===== config.mk =====
export PLATFORM = sky130hd
export DESIGN_NAME = work_target_selector
export DESIGN_NICKNAME = d
export VERILOG_FILES = /design/src/rtl/wts_pkg.sv /design/src/rtl/wts_ram.sv /design/src/rtl/wts_search.sv /design/src/rtl/work_target_selector.sv
export SDC_FILE = /design/constraint.sdc
export NUM_CORES = 1
export LEC_CHECK = 0
export BUFFER_PORTS_ARGS = -buffer_cell sky130_fd_sc_hd__buf_4
export CORE_UTILIZATION = 62
export DETAILED_ROUTE_END_ITERATION = 10
export PLACE_DENSITY = 0.84
export SETUP_SLACK_MARGIN = 0.1
export SLEW_MARGIN = 20
export SYNTH_ARGS = -nofsm -noshare
export SYNTH_HDL_FRONTEND = slang
export SYNTH_HIERARCHICAL = 1
export SYNTH_SLANG_ARGS = --single-unit

===== constraint.sdc =====
create_clock -name clk -period 6.4 [get_ports clk]
set_input_delay 1.28 -clock clk [delete_from_list [all_inputs] [get_ports clk]]
set_output_delay 1.28 -clock clk [all_outputs]
set_load 0.02 [all_outputs]

===== src/rtl/wts_pkg.sv =====
package wts_pkg;

	// Width of a worker pointer; follows from the 5-bit worker_count register.
	localparam int PW = 5;

	// Width of one load table entry.
	localparam int LW = 31;

	// Configuration register indexes.
	localparam logic [1:0] REG_SCHED_MODE   = 2'd0;
	localparam logic [1:0] REG_WORKER_COUNT = 2'd1;
	localparam logic [1:0] REG_FILES_BLOCK  = 2'd2;

	// Scheduling mode codes.
	localparam logic [1:0] SM_CYCLIC = 2'd0;
	localparam logic [1:0] SM_BLOCK  = 2'd1;
	localparam logic [1:0] SM_LEAST  = 2'd2;
	localparam logic [1:0] SM_BAD    = 2'd3;

	// Input item kinds.
	localparam logic REQ_TARGET = 1'b0;
	localparam logic REQ_REPORT = 1'b1;

	// Search sequencer states.
	typedef enum logic [1:0] {
		ST_IDLE,
		ST_SCAN,
		ST_DRAIN,
		ST_FIN
	} wts_state_t;

	// Start of a least-loaded search.
	typedef struct packed {
		logic          go;
		logic [PW-1:0] slots;
	} wts_srch_ctl_t;

	// Search status back to the top level.
	typedef struct packed {
		logic          busy;
		logic          done;
		logic [PW-1:0] best;
	} wts_srch_stat_t;

endpackage


===== src/rtl/wts_ram.sv =====
module wts_ram #(
	parameter int WIDTH = 8,
	parameter int DEPTH = 16
) (
	input  logic                     clk,
	input  logic                     we,
	input  logic [$clog2(DEPTH)-1:0] waddr,
	input  logic [WIDTH-1:0]         wdata,
	input  logic [$clog2(DEPTH)-1:0] raddr,
	output logic [WIDTH-1:0]         rdata
);

	logic [WIDTH-1:0] mem_q [DEPTH];

	// One write port and one registered read port.
	always_ff @(posedge clk) begin
		if (we) begin
			mem_q[waddr] <= wdata;
		end
		rdata <= mem_q[raddr];
	end

endmodule


===== src/rtl/wts_search.sv =====
module wts_search
	import wts_pkg::*;
(
	input  logic           clk,
	input  logic           arst_n,
	input  wts_srch_ctl_t  ctl,
	input  logic [LW-1:0]  load_rd,
	output logic [PW-1:0]  rd_idx,
	output wts_srch_stat_t stat
);

	wts_state_t    state_q, state_d;
	logic [PW-1:0] idx_q;
	logic [PW-1:0] slots_q;
	logic          live_s1;
	logic [PW-1:0] didx_s1;
	logic [PW-1:0] best_q;
	logic [LW-1:0] best_load_q;

	// State register.
	always_ff @(posedge clk or negedge arst_n) begin
		if (!arst_n) begin
			state_q <= ST_IDLE;
		end else begin
			state_q <= state_d;
		end
	end

	// Next state: issue one table read per cycle, then let the last one land.
	always_comb begin
		state_d = state_q;
		unique case (state_q)
			ST_IDLE: begin
				if (ctl.go) begin
					state_d = ST_SCAN;
				end
			end
			ST_SCAN: begin
				if (idx_q == slots_q) begin
					state_d = ST_DRAIN;
				end
			end
			ST_DRAIN: state_d = ST_FIN;
			ST_FIN:   state_d = ST_IDLE;
			default:  state_d = ST_IDLE;
		endcase
	end

	// Address counter and read tracking.
	always_ff @(posedge clk or negedge arst_n) begin
		if (!arst_n) begin
			idx_q   <= '0;
			slots_q <= '0;
			live_s1 <= 1'b0;
			didx_s1 <= '0;
		end else begin
			live_s1 <= (state_q == ST_SCAN);
			didx_s1 <= idx_q;
			if (state_q == ST_IDLE && ctl.go) begin
				idx_q   <= PW'(1);
				slots_q <= ctl.slots;
			end else if (state_q == ST_SCAN) begin
				idx_q <= idx_q + PW'(1);
			end
		end
	end

	// The single comparator: a strictly smaller load takes over, so ties keep the lower worker.
	always_ff @(posedge clk) begin
		if (live_s1 && (didx_s1 == PW'(1) || load_rd < best_load_q)) begin
			best_q      <= didx_s1;
			best_load_q <= load_rd;
		end
	end

	assign rd_idx    = idx_q;
	assign stat.busy = (state_q != ST_IDLE);
	assign stat.done = (state_q == ST_FIN);
	assign stat.best = best_q;

endmodule


===== src/rtl/work_target_selector.sv =====
// Channel   Signals                                        Direction
// command   start, busy, mode, worker_id, load_value      in (busy out)
// result    done, target_worker, bad_mode                 out
// config    cfg_valid, cfg_ready, cfg_index, cfg_data     in (cfg_ready out)
//
// A load report is taken and gives no result.
// A cyclic, block or invalid-mode request gives its result in the next cycle.
// A least-loaded request keeps busy high while it scans slots load entries (slots
// is workers in use, 15 by default) and drains; its result follows, and the next
// item can start with it. One comparator reads the load memory one entry a cycle.
// Reset clears control state at once, not the load memory; load entries read as zero until reported.
// The receiver cannot stall: done marks a result for one cycle.
module work_target_selector
	import wts_pkg::*;
#(
	parameter int MAX_WORKERS = 16
) (
	input  logic          clk,
	input  logic          arst_n,
	input  logic          start,
	output logic          busy,
	input  logic          mode,
	input  logic [3:0]    worker_id,
	input  logic [LW-1:0] load_value,
	output logic          done,
	output logic [3:0]    target_worker,
	output logic          bad_mode,
	input  logic          cfg_valid,
	output logic          cfg_ready,
	input  logic [1:0]    cfg_index,
	input  logic [15:0]   cfg_data
);

	localparam int AW = $clog2(MAX_WORKERS);

	logic [1:0]             sched_q;
	logic [PW-1:0]          wcount_q;
	logic [15:0]            fpb_q;
	logic [PW-1:0]          cyc_q;
	logic [PW-1:0]          blk_q;
	logic [15:0]            fill_q;
	logic [MAX_WORKERS-1:0] vld_q;
	logic                   vld_s1;
	logic                   done_q;
	logic [3:0]             target_q;
	logic                   bad_q;

	logic           accept;
	logic           req;
	logic           rpt_we;
	logic [PW-1:0]  eff;
	logic [PW-1:0]  slots;
	logic [PW-1:0]  cyc_p;
	logic [PW-1:0]  blk_p;
	logic [PW-1:0]  cyc_inc;
	logic [PW-1:0]  blk_inc;
	logic [16:0]    fill_inc;
	logic [AW-1:0]  raddr;
	logic [LW-1:0]  rdata;
	logic [LW-1:0]  load_rd;
	logic [PW-1:0]  rd_idx;
	wts_srch_ctl_t  sctl;
	wts_srch_stat_t sstat;

	assign cfg_ready = 1'b1;
	assign accept    = start && !busy;
	assign req       = accept && (mode == REQ_TARGET);
	assign rpt_we    = accept && (mode == REQ_REPORT) && (32'(worker_id) < MAX_WORKERS);

	// Effective worker count, clamped to the supported range.
	always_comb begin
		if (wcount_q < PW'(2)) begin
			eff = PW'(2);
		end else if (32'(wcount_q) > MAX_WORKERS) begin
			eff = PW'(MAX_WORKERS);
		end else begin
			eff = wcount_q;
		end
		slots = eff - PW'(1);
	end

	// Stale pointers fall back to the first worker, then step with wrap.
	always_comb begin
		cyc_p    = (cyc_q >= slots) ? '0 : cyc_q;
		blk_p    = (blk_q >= slots) ? '0 : blk_q;
		cyc_inc  = (cyc_p + PW'(1) >= slots) ? '0 : cyc_p + PW'(1);
		blk_inc  = (blk_p + PW'(1) >= slots) ? '0 : blk_p + PW'(1);
		fill_inc = {1'b0, fill_q} + 17'd1;
	end

	// Configuration registers.
	always_ff @(posedge clk or negedge arst_n) begin
		if (!arst_n) begin
			sched_q  <= SM_CYCLIC;
			wcount_q <= PW'(16);
			fpb_q    <= 16'd1;
		end else if (cfg_valid && cfg_ready) begin
			unique case (cfg_index)
				REG_SCHED_MODE:   sched_q  <= cfg_data[1:0];
				REG_WORKER_COUNT: wcount_q <= cfg_data[PW-1:0];
				REG_FILES_BLOCK:  fpb_q    <= cfg_data;
				default: ;
			endcase
		end
	end

	// Pointers, block fill and result register.
	always_ff @(posedge clk or negedge arst_n) begin
		if (!arst_n) begin
			cyc_q    <= '0;
			blk_q    <= '0;
			fill_q   <= '0;
			done_q   <= 1'b0;
			target_q <= '0;
			bad_q    <= 1'b0;
		end else begin
			done_q <= sstat.done || (req && sched_q != SM_LEAST);
			if (sstat.done) begin
				target_q <= sstat.best[3:0];
				bad_q    <= 1'b0;
			end else if (req) begin
				unique case (sched_q)
					SM_CYCLIC: begin
						target_q <= 4'(cyc_p + PW'(1));
						bad_q    <= 1'b0;
						cyc_q    <= cyc_inc;
					end
					SM_BLOCK: begin
						target_q <= 4'(blk_p + PW'(1));
						bad_q    <= 1'b0;
						if (fill_inc >= {1'b0, fpb_q}) begin
							blk_q  <= blk_inc;
							fill_q <= '0;
						end else begin
							blk_q  <= blk_p;
							fill_q <= fill_inc[15:0];
						end
					end
					SM_BAD: begin
						target_q <= '0;
						bad_q    <= 1'b1;
					end
					default: ;
				endcase
			end
		end
	end

	// Valid bits stand for the cleared load table.
	always_ff @(posedge clk or negedge arst_n) begin
		if (!arst_n) begin
			vld_q  <= '0;
			vld_s1 <= 1'b0;
		end else begin
			vld_s1 <= vld_q[raddr];
			if (rpt_we) begin
				vld_q[AW'(worker_id)] <= 1'b1;
			end
		end
	end

	assign raddr   = AW'(rd_idx);
	assign load_rd = vld_s1 ? rdata : '0;

	wts_ram #(
		.WIDTH(LW),
		.DEPTH(MAX_WORKERS)
	) u_load_ram (
		.clk  (clk),
		.we   (rpt_we),
		.waddr(AW'(worker_id)),
		.wdata(load_value),
		.raddr(raddr),
		.rdata(rdata)
	);

	assign sctl.go    = req && (sched_q == SM_LEAST);
	assign sctl.slots = slots;

	wts_search u_search (
		.clk    (clk),
		.arst_n (arst_n),
		.ctl    (sctl),
		.load_rd(load_rd),
		.rd_idx (rd_idx),
		.stat   (sstat)
	);

	assign busy          = sstat.busy;
	assign done          = done_q;
	assign target_worker = target_q;
	assign bad_mode      = bad_q;

endmodule


==> impl_metrics.env, run 1 <==
export IMPL_cts_setup_buffers=0
export IMPL_worstSetupStartpointType="flop"
export IMPL_status="complete, no violations"
export IMPL_post_drt_wl_per_cell_um=27.14
export IMPL_grt_max_degree=88
export IMPL_htreeDepth=2
export IMPL_p_total_mw=12.51
export IMPL_dp_slack_ps=1512
export IMPL_tightest_slew_ps=1021
export IMPL_use_met2_pct=46.66
export IMPL_rows=75
export IMPL_maxSlewViolCount=0
export IMPL_final_cell_count_no_fill=2216
export IMPL_initial_core_util_pct=63.25
export IMPL_fin_area_sq_um=30130
export IMPL_crit_path_end_kind="flop"
export IMPL_timing_slew_headroom_pct=31.30
export IMPL_hp_class="flop to flop"
export IMPL_grt_pass1_wl_um=89380
export IMPL_grtUsageTotal_pct=27.78
export IMPL_crit_required_ps=6970
export IMPL_cts_reportedPaths_clkPinSlew_ps=60
export IMPL_drive_gt1_share_pct=24.11
export IMPL_setup_viol=0
export IMPL_min_period_over_period_pct=77.09
export IMPL_timing_final_ws_setup_ps=1466
export IMPL_ir_drop_mv=0.3238
export IMPL_cp_arrival_ps=5500
export IMPL_drc=0
export IMPL_holdWs_ps=445.4
export IMPL_power_density_nw_per_um2=415.2
export IMPL_synth_area_per_cell_sq_um=17.46
export IMPL_area_delta_synth_final_pct=13.04
export IMPL_place_gp_congestion=0.8600
export IMPL_num_vias=14630
export IMPL_grt_util_met3_pct=4.968
export IMPL_clk_path_buf_depth=3
export IMPL_cts_buffers=61
export IMPL_dp_cells=2097
export IMPL_critPathKind="flop to flop"
export IMPL_netlist_area_sq_um=26650
export IMPL_hpwl_um=30880
export IMPL_die_w_um=209.3
export IMPL_final_nets=1749
export IMPL_drt_first_pass_iters=5
export IMPL_place_area_sq_um=27880
export IMPL_io_buffers=64
export IMPL_maxCapViolations=0
export IMPL_cts_resized_gates=0
export IMPL_top_usage_layer="met2"
export IMPL_rsz0062_at_grt="no"
export IMPL_fin_skew_ps=58.72
export IMPL_synthesis_yosys_warnings=6
export IMPL_antenna_found_initial=1
export IMPL_fin_crit_ps=4934
export IMPL_ctsHoldBuffers=0
export IMPL_core_sq_um=42130
export IMPL_synthesis_nets=1652
export IMPL_clock_sinks=652
export IMPL_io_pins=66
export IMPL_netlist_instances=1526
export IMPL_die_area_sq_um=43810
export IMPL_clock_latency_ps=670
export IMPL_grt_overflow=0
export IMPL_timing_fmax_mhz=202.7
export IMPL_cts_tree="yes"
export IMPL_viasPerCell=6.604
export IMPL_setup_tns_ps=0
export IMPL_ant_nets=0
export IMPL_die_y_um=209.3
export IMPL_grt_pass1_vias=15140
export IMPL_drt_iter0_markers=1522
export IMPL_drt_wl_total_um=60130
export IMPL_crit_fanout=7
export IMPL_grt_use_met1_pct=35.80
export IMPL_cts_root_buffer="clkbuf_16"
export IMPL_final_core_util_pct=71.50
export IMPL_hold_viol=0
export IMPL_leakagePower_nw=10.72
[where the power goes]
group | internal (mW) | total (mW) | switching [mW]
Clock | 2.24 | 3.88 | 1.64
Sequential | 5.05 | 5.36 | 0.316
Combinational | 1.50 | 3.26 | 1.76
Total | 8.79 | 12.5 | 3.72
[cells in the final DEF (no fill, tap or decap), types with 31 or more instances in the layout]
cell / count
a21oi_1: 39
a22oi_1: 63
mux4_2: 129
dfrtp_1: 85
edfxtp_1: 531
buf_4: 88
dfxtp_1: 31
inv_1: 60
ha_1: 68
and2_1: 35
nand2_1: 96
clkbuf_16: 61
[path summary, 6_finish.rpt]
check	startpoint	endpoint	slack, ps	depth (start not counted)
max	wcount_q[4]$_DFFE_PN1P_	blk_q[3]$_DFFE_PN0P_	1470	20
min	u_search/didx_s1[0]$_DFF_PN0_	u_search/best_q[0]$_DFFE_PP_	450	0
max reg2reg	wcount_q[4]$_DFFE_PN1P_	blk_q[3]$_DFFE_PN0P_	1470	20
min reg2reg	u_search/didx_s1[0]$_DFF_PN0_	u_search/best_q[0]$_DFFE_PP_	450	0
max in group asynchronous	arst_n	u_search/rd_idx[1]$_DFFE_PN0P_	4620	2
min in group asynchronous	arst_n	fill_q[3]$_DFFE_PN0P_	560	1
[state kept, by name (all words and copies together), names as in the netlist, 5 cells and up]
name and cells:
u_load_ram/rdata 31, wcount_q 5, blk_q 5, u_search/best_load_q 31, cyc_q 5, u_load_ram/mem_q 496
vld_q 16, fpb_q 16, u_search/didx_s1 5, fill_q 16, u_search/rd_idx 5, u_search/slots_q 5
[metal layers]
layer	up-vias	share of wire, %
li1	6206	-
met1	7512	37
met2	751	51
met3	165	8.0
met4	0	3.8
met5	-	0
[layout make-up]
cell class / count / area [sq um]
antenna: 1 / 2.502
clock buffer: 73 / 1632
clock inverter: 43 / 550.5
fill: 2411 / 12010
inverter: 63 / 236.5
multi-input combinational: 753 / 7445
sequential: 652 / 18830
tap: 539 / 674.4
timing repair buffer: 92 / 755.7
[worst max-delay path, stage by stage (launching register included)]
cell	delay (ps)
dfstp_2	600
inv_1	100
o311ai_0	100
buf_4	210
ha_1	220
xnor2_1	170
inv_1	140
ha_1	310
a21oi_1	120
o21ai_1	190
maj3_1	430
maj3_2	370
nor2_1	170
ha_1	320
xnor2_1	190
ha_1	270
a21o_1	160
inv_1	80
nand3_1	90
o221ai_1	370
a32o_1	240
Power figures use the tool's default switching activity.
==> run 2, diff against run 1 <==
--- a/config.mk
+++ b/config.mk
@@ -6,9 +6,9 @@
 export NUM_CORES = 1
 export LEC_CHECK = 0
 export BUFFER_PORTS_ARGS = -buffer_cell sky130_fd_sc_hd__buf_4
-export CORE_UTILIZATION = 62
+export CORE_UTILIZATION = 56
 export DETAILED_ROUTE_END_ITERATION = 10
-export PLACE_DENSITY = 0.84
+export PLACE_DENSITY = 0.8
 export SETUP_SLACK_MARGIN = 0.1
 export SLEW_MARGIN = 20
 export SYNTH_ARGS = -nofsm -noshare
==> constraint.sdc (replaced) <==
create_clock -name clk -period 4.2 [get_ports clk]
set_input_delay 0.84 -clock clk [delete_from_list [all_inputs] [get_ports clk]]
set_output_delay 0.84 -clock clk [all_outputs]
set_load 0.02 [all_outputs]
==> run 2 against run 1 <==
  * The run now ends with DRC left
  * Cell count grew 4.6%
  * Wire length shrank 3.4%
  * Via count shrank 0.97%
  * Core utilization shrank 6.1 points
  * Global-route usage shrank 3.3 points
  * Critical path depth shrank 2
  * Total power grew 52%
  * Setup slack lost 1300 ps
  * Sequential power grew 54%
  * Clock power grew 42%
  * Hold slack lost 140 ps
  * Clock skew shrank 36 ps
  * Highest routed layer unchanged
==> impl_metrics.env, run 2 (synthesis gave the netlist of run 1 again) <==
export IMPL_status="complete, but fails checks"
export IMPL_violations="DRC"
export IMPL_cts_reportedPaths_clkPinSlew_ps=70
export IMPL_grt_max_degree=68
export IMPL_fin_crit_ps=4068
export IMPL_initial_core_util_pct=57.00
export IMPL_diodes=0
export IMPL_tightest_slew_ps=945.5
export IMPL_htreeDepth=2
export IMPL_post_drt_wl_per_cell_um=25.07
export IMPL_area_delta_synth_final_pct=14.81
export IMPL_die_w_um=220.1
export IMPL_io_buffers=64
export IMPL_drive_gt1_share_pct=26.18
export IMPL_viasPerCell=6.252
export IMPL_hold_viol=0
export IMPL_rsz0062_at_grt="yes"
export IMPL_cts_root_buffer="clkbuf_16"
export IMPL_place_gp_congestion=0.8790
export IMPL_worstSetupStartpointType="flop"
export IMPL_startpoint="wcount_q[1]$_DFFE_PN0P_"
export IMPL_cpPeakStageDelay_ps=450
export IMPL_hpwl_um=32810
export IMPL_rrSetupSlack_ps=130
export IMPL_grt_pass1_vias=14870
export IMPL_die_area_sq_um=48460
export IMPL_maxSlewViolCount=0
export IMPL_power_density_nw_per_um2=620.2
export IMPL_io_pins=66
export IMPL_grt_overflow=0
export IMPL_grtUsageTotal_pct=24.48
export IMPL_clk_path_buf_depth=3
export IMPL_fin_skew_ps=22.62
export IMPL_top_usage_layer="met2"
export IMPL_use_met2_pct=41.39
export IMPL_ant_nets=0
export IMPL_rows=79
export IMPL_ir_drop_mv=0.4129
export IMPL_cts_buffers=61
export IMPL_place_area_sq_um=28350
export IMPL_cp_arrival_ps=4630
export IMPL_critPathKind="flop to flop"
export IMPL_cp_cell_sequence="o311ai_4 -> ha_2 -> xnor2_2 -> inv_2 -> ha_4 -> a21oi_2 -> o21ai_2 -> maj3_2 -> maj3_2 -> nor2_2 -> ha_1 -> ha_1 -> a21o_1 -> a21o_1 -> inv_2 -> nand3_4 -> o221ai_4 -> a32o_1"
export IMPL_hp_class="input port to async pin"
export IMPL_drt_wl_total_um=58110
export IMPL_fillCellCount=2975
export IMPL_reg_largest_list="u_load_ram/mem_q: 496 flops, u_load_ram/rdata: 31 flops, u_search/best_load_q: 31 flops"
export IMPL_drt_iter0_markers=1498
export IMPL_drc=4
export IMPL_crit_path_end_kind="flop"
export IMPL_clock_latency_ps=640
export IMPL_final_nets=1786
export IMPL_grt_use_met1_pct=32.03
export IMPL_final_common_cell="edfxtp_1"
export IMPL_clock_sinks=652
export IMPL_antenna_found_initial=0
export IMPL_timing_fmax_mhz=245.8
export IMPL_reg2reg_from="wcount_q[1]$_DFFE_PN0P_"
export IMPL_grt_pass1_wl_um=87510
export IMPL_min_period_over_period_pct=96.85
export IMPL_core_sq_um=46750
export IMPL_crit_slowest_cell="dfrtp_1"
export IMPL_worstReg2RegEnd="blk_q[3]$_DFFE_PN0P_"
export IMPL_holdWs_ps=302.2
export IMPL_die_y_um=220.1
export IMPL_setup_viol=0
export IMPL_drt_first_pass_iters=8
export IMPL_grt_util_met3_pct=3.973
export IMPL_crit_fanout=4
export IMPL_fin_area_sq_um=30600
export IMPL_largest_register_ff_count=496
export IMPL_largest_register="u_load_ram/mem_q"
export IMPL_leakagePower_nw=10.88
export IMPL_maxCapViolations=0
export IMPL_final_cell_mix="531 x edfxtp_1, 129 x mux4_2, 115 x buf_4"
export IMPL_cts_tree="yes"
export IMPL_crit_required_ps=4760
export IMPL_timing_slew_headroom_pct=36.97
export IMPL_ff2ff_path_depth=18
export IMPL_num_vias=14490
[run 2: report_power, final]
| part | switching [mW] | total, mW | internal, mW | leakage [nW] |
|---|---|---|---|---|
| Sequential | 0.541 | 8.23 | 7.69 | 6.19 |
| Clock | 2.35 | 5.51 | 3.16 | 0.967 |
| Combinational | 2.71 | 5.23 | 2.53 | 3.72 |
[run 2: worst max-delay path by stage]
| stage | endpoint | cells past startpoint |
|---|---|---|
| 3_5_place_dp | cyc_q[0]$_DFFE_PN0P_ | 18 |
| 3_3_place_gp | blk_q[4]$_DFFE_PN0P_ | 18 |
| 4_1_cts | cyc_q[0]$_DFFE_PN0P_ | 18 |
| 6_report | blk_q[3]$_DFFE_PN0P_ | 18 |
| 2_1_floorplan | blk_q[4]$_DFFE_PN0P_ | 18 |
| 5_1_grt | cyc_q[0]$_DFFE_PN0P_ | 18 |
[run 2: repair_timing]
action,4_1_cts,5_1_grt
gates resized for setup,8,18
endpoints found under the hold margin,0,0
pin swaps,4,20
setup endpoints to repair,10,10
buffers inserted,6,4
hold buffers,0,0
[run 2: final cells by class]
class	count	area, sq um	area share (%)
Timing Repair Buffer	129	1159	3.787
Inverter	63	236.5	0.7729
Multi-Input combinational cell	753	7605	24.85
Clock inverter	41	435.4	1.423
Clock buffer	73	1572	5.136
Tap cell	607	759.5	2.482
Sequential cell	652	18830	61.54
[run 2: per-stage QoR]
stage          cells  utilization, %  setup TNS (ps)  setup slack, ps  total power [mW]
5_1_grt         2318           65.44          -17.97           -17.97             19.78
6_report        2318           65.44               0            132.1             18.98
3_5_place_dp    2192           60.64          -131.5           -68.83             13.27
2_1_floorplan   1526               -               0            33.71             11.78
4_1_cts         2312           65.08               0            101.9             18.90
3_3_place_gp    2192           60.64               0            73.21             13.07
[run 2: per-layer routing]
layer	part of all wire, %	up-vias	routed length (um)
met4	3.4	0	1956
met5	0	-	0
li1	-	6291	-
met2	50	662	29310
met3	7.9	157	4614
met1	38	7382	22230
[run 2: worst max-delay path, delay by kind of cell (launching register included)]
family | cells | cell delay (ps)
buf+inv | 2 | 190
simple gates | 2 | 210
compound gates | 7 | 1350
fa+ha+maj | 6 | 1670
flops | 1 | 450
xor+xnor | 1 | 140
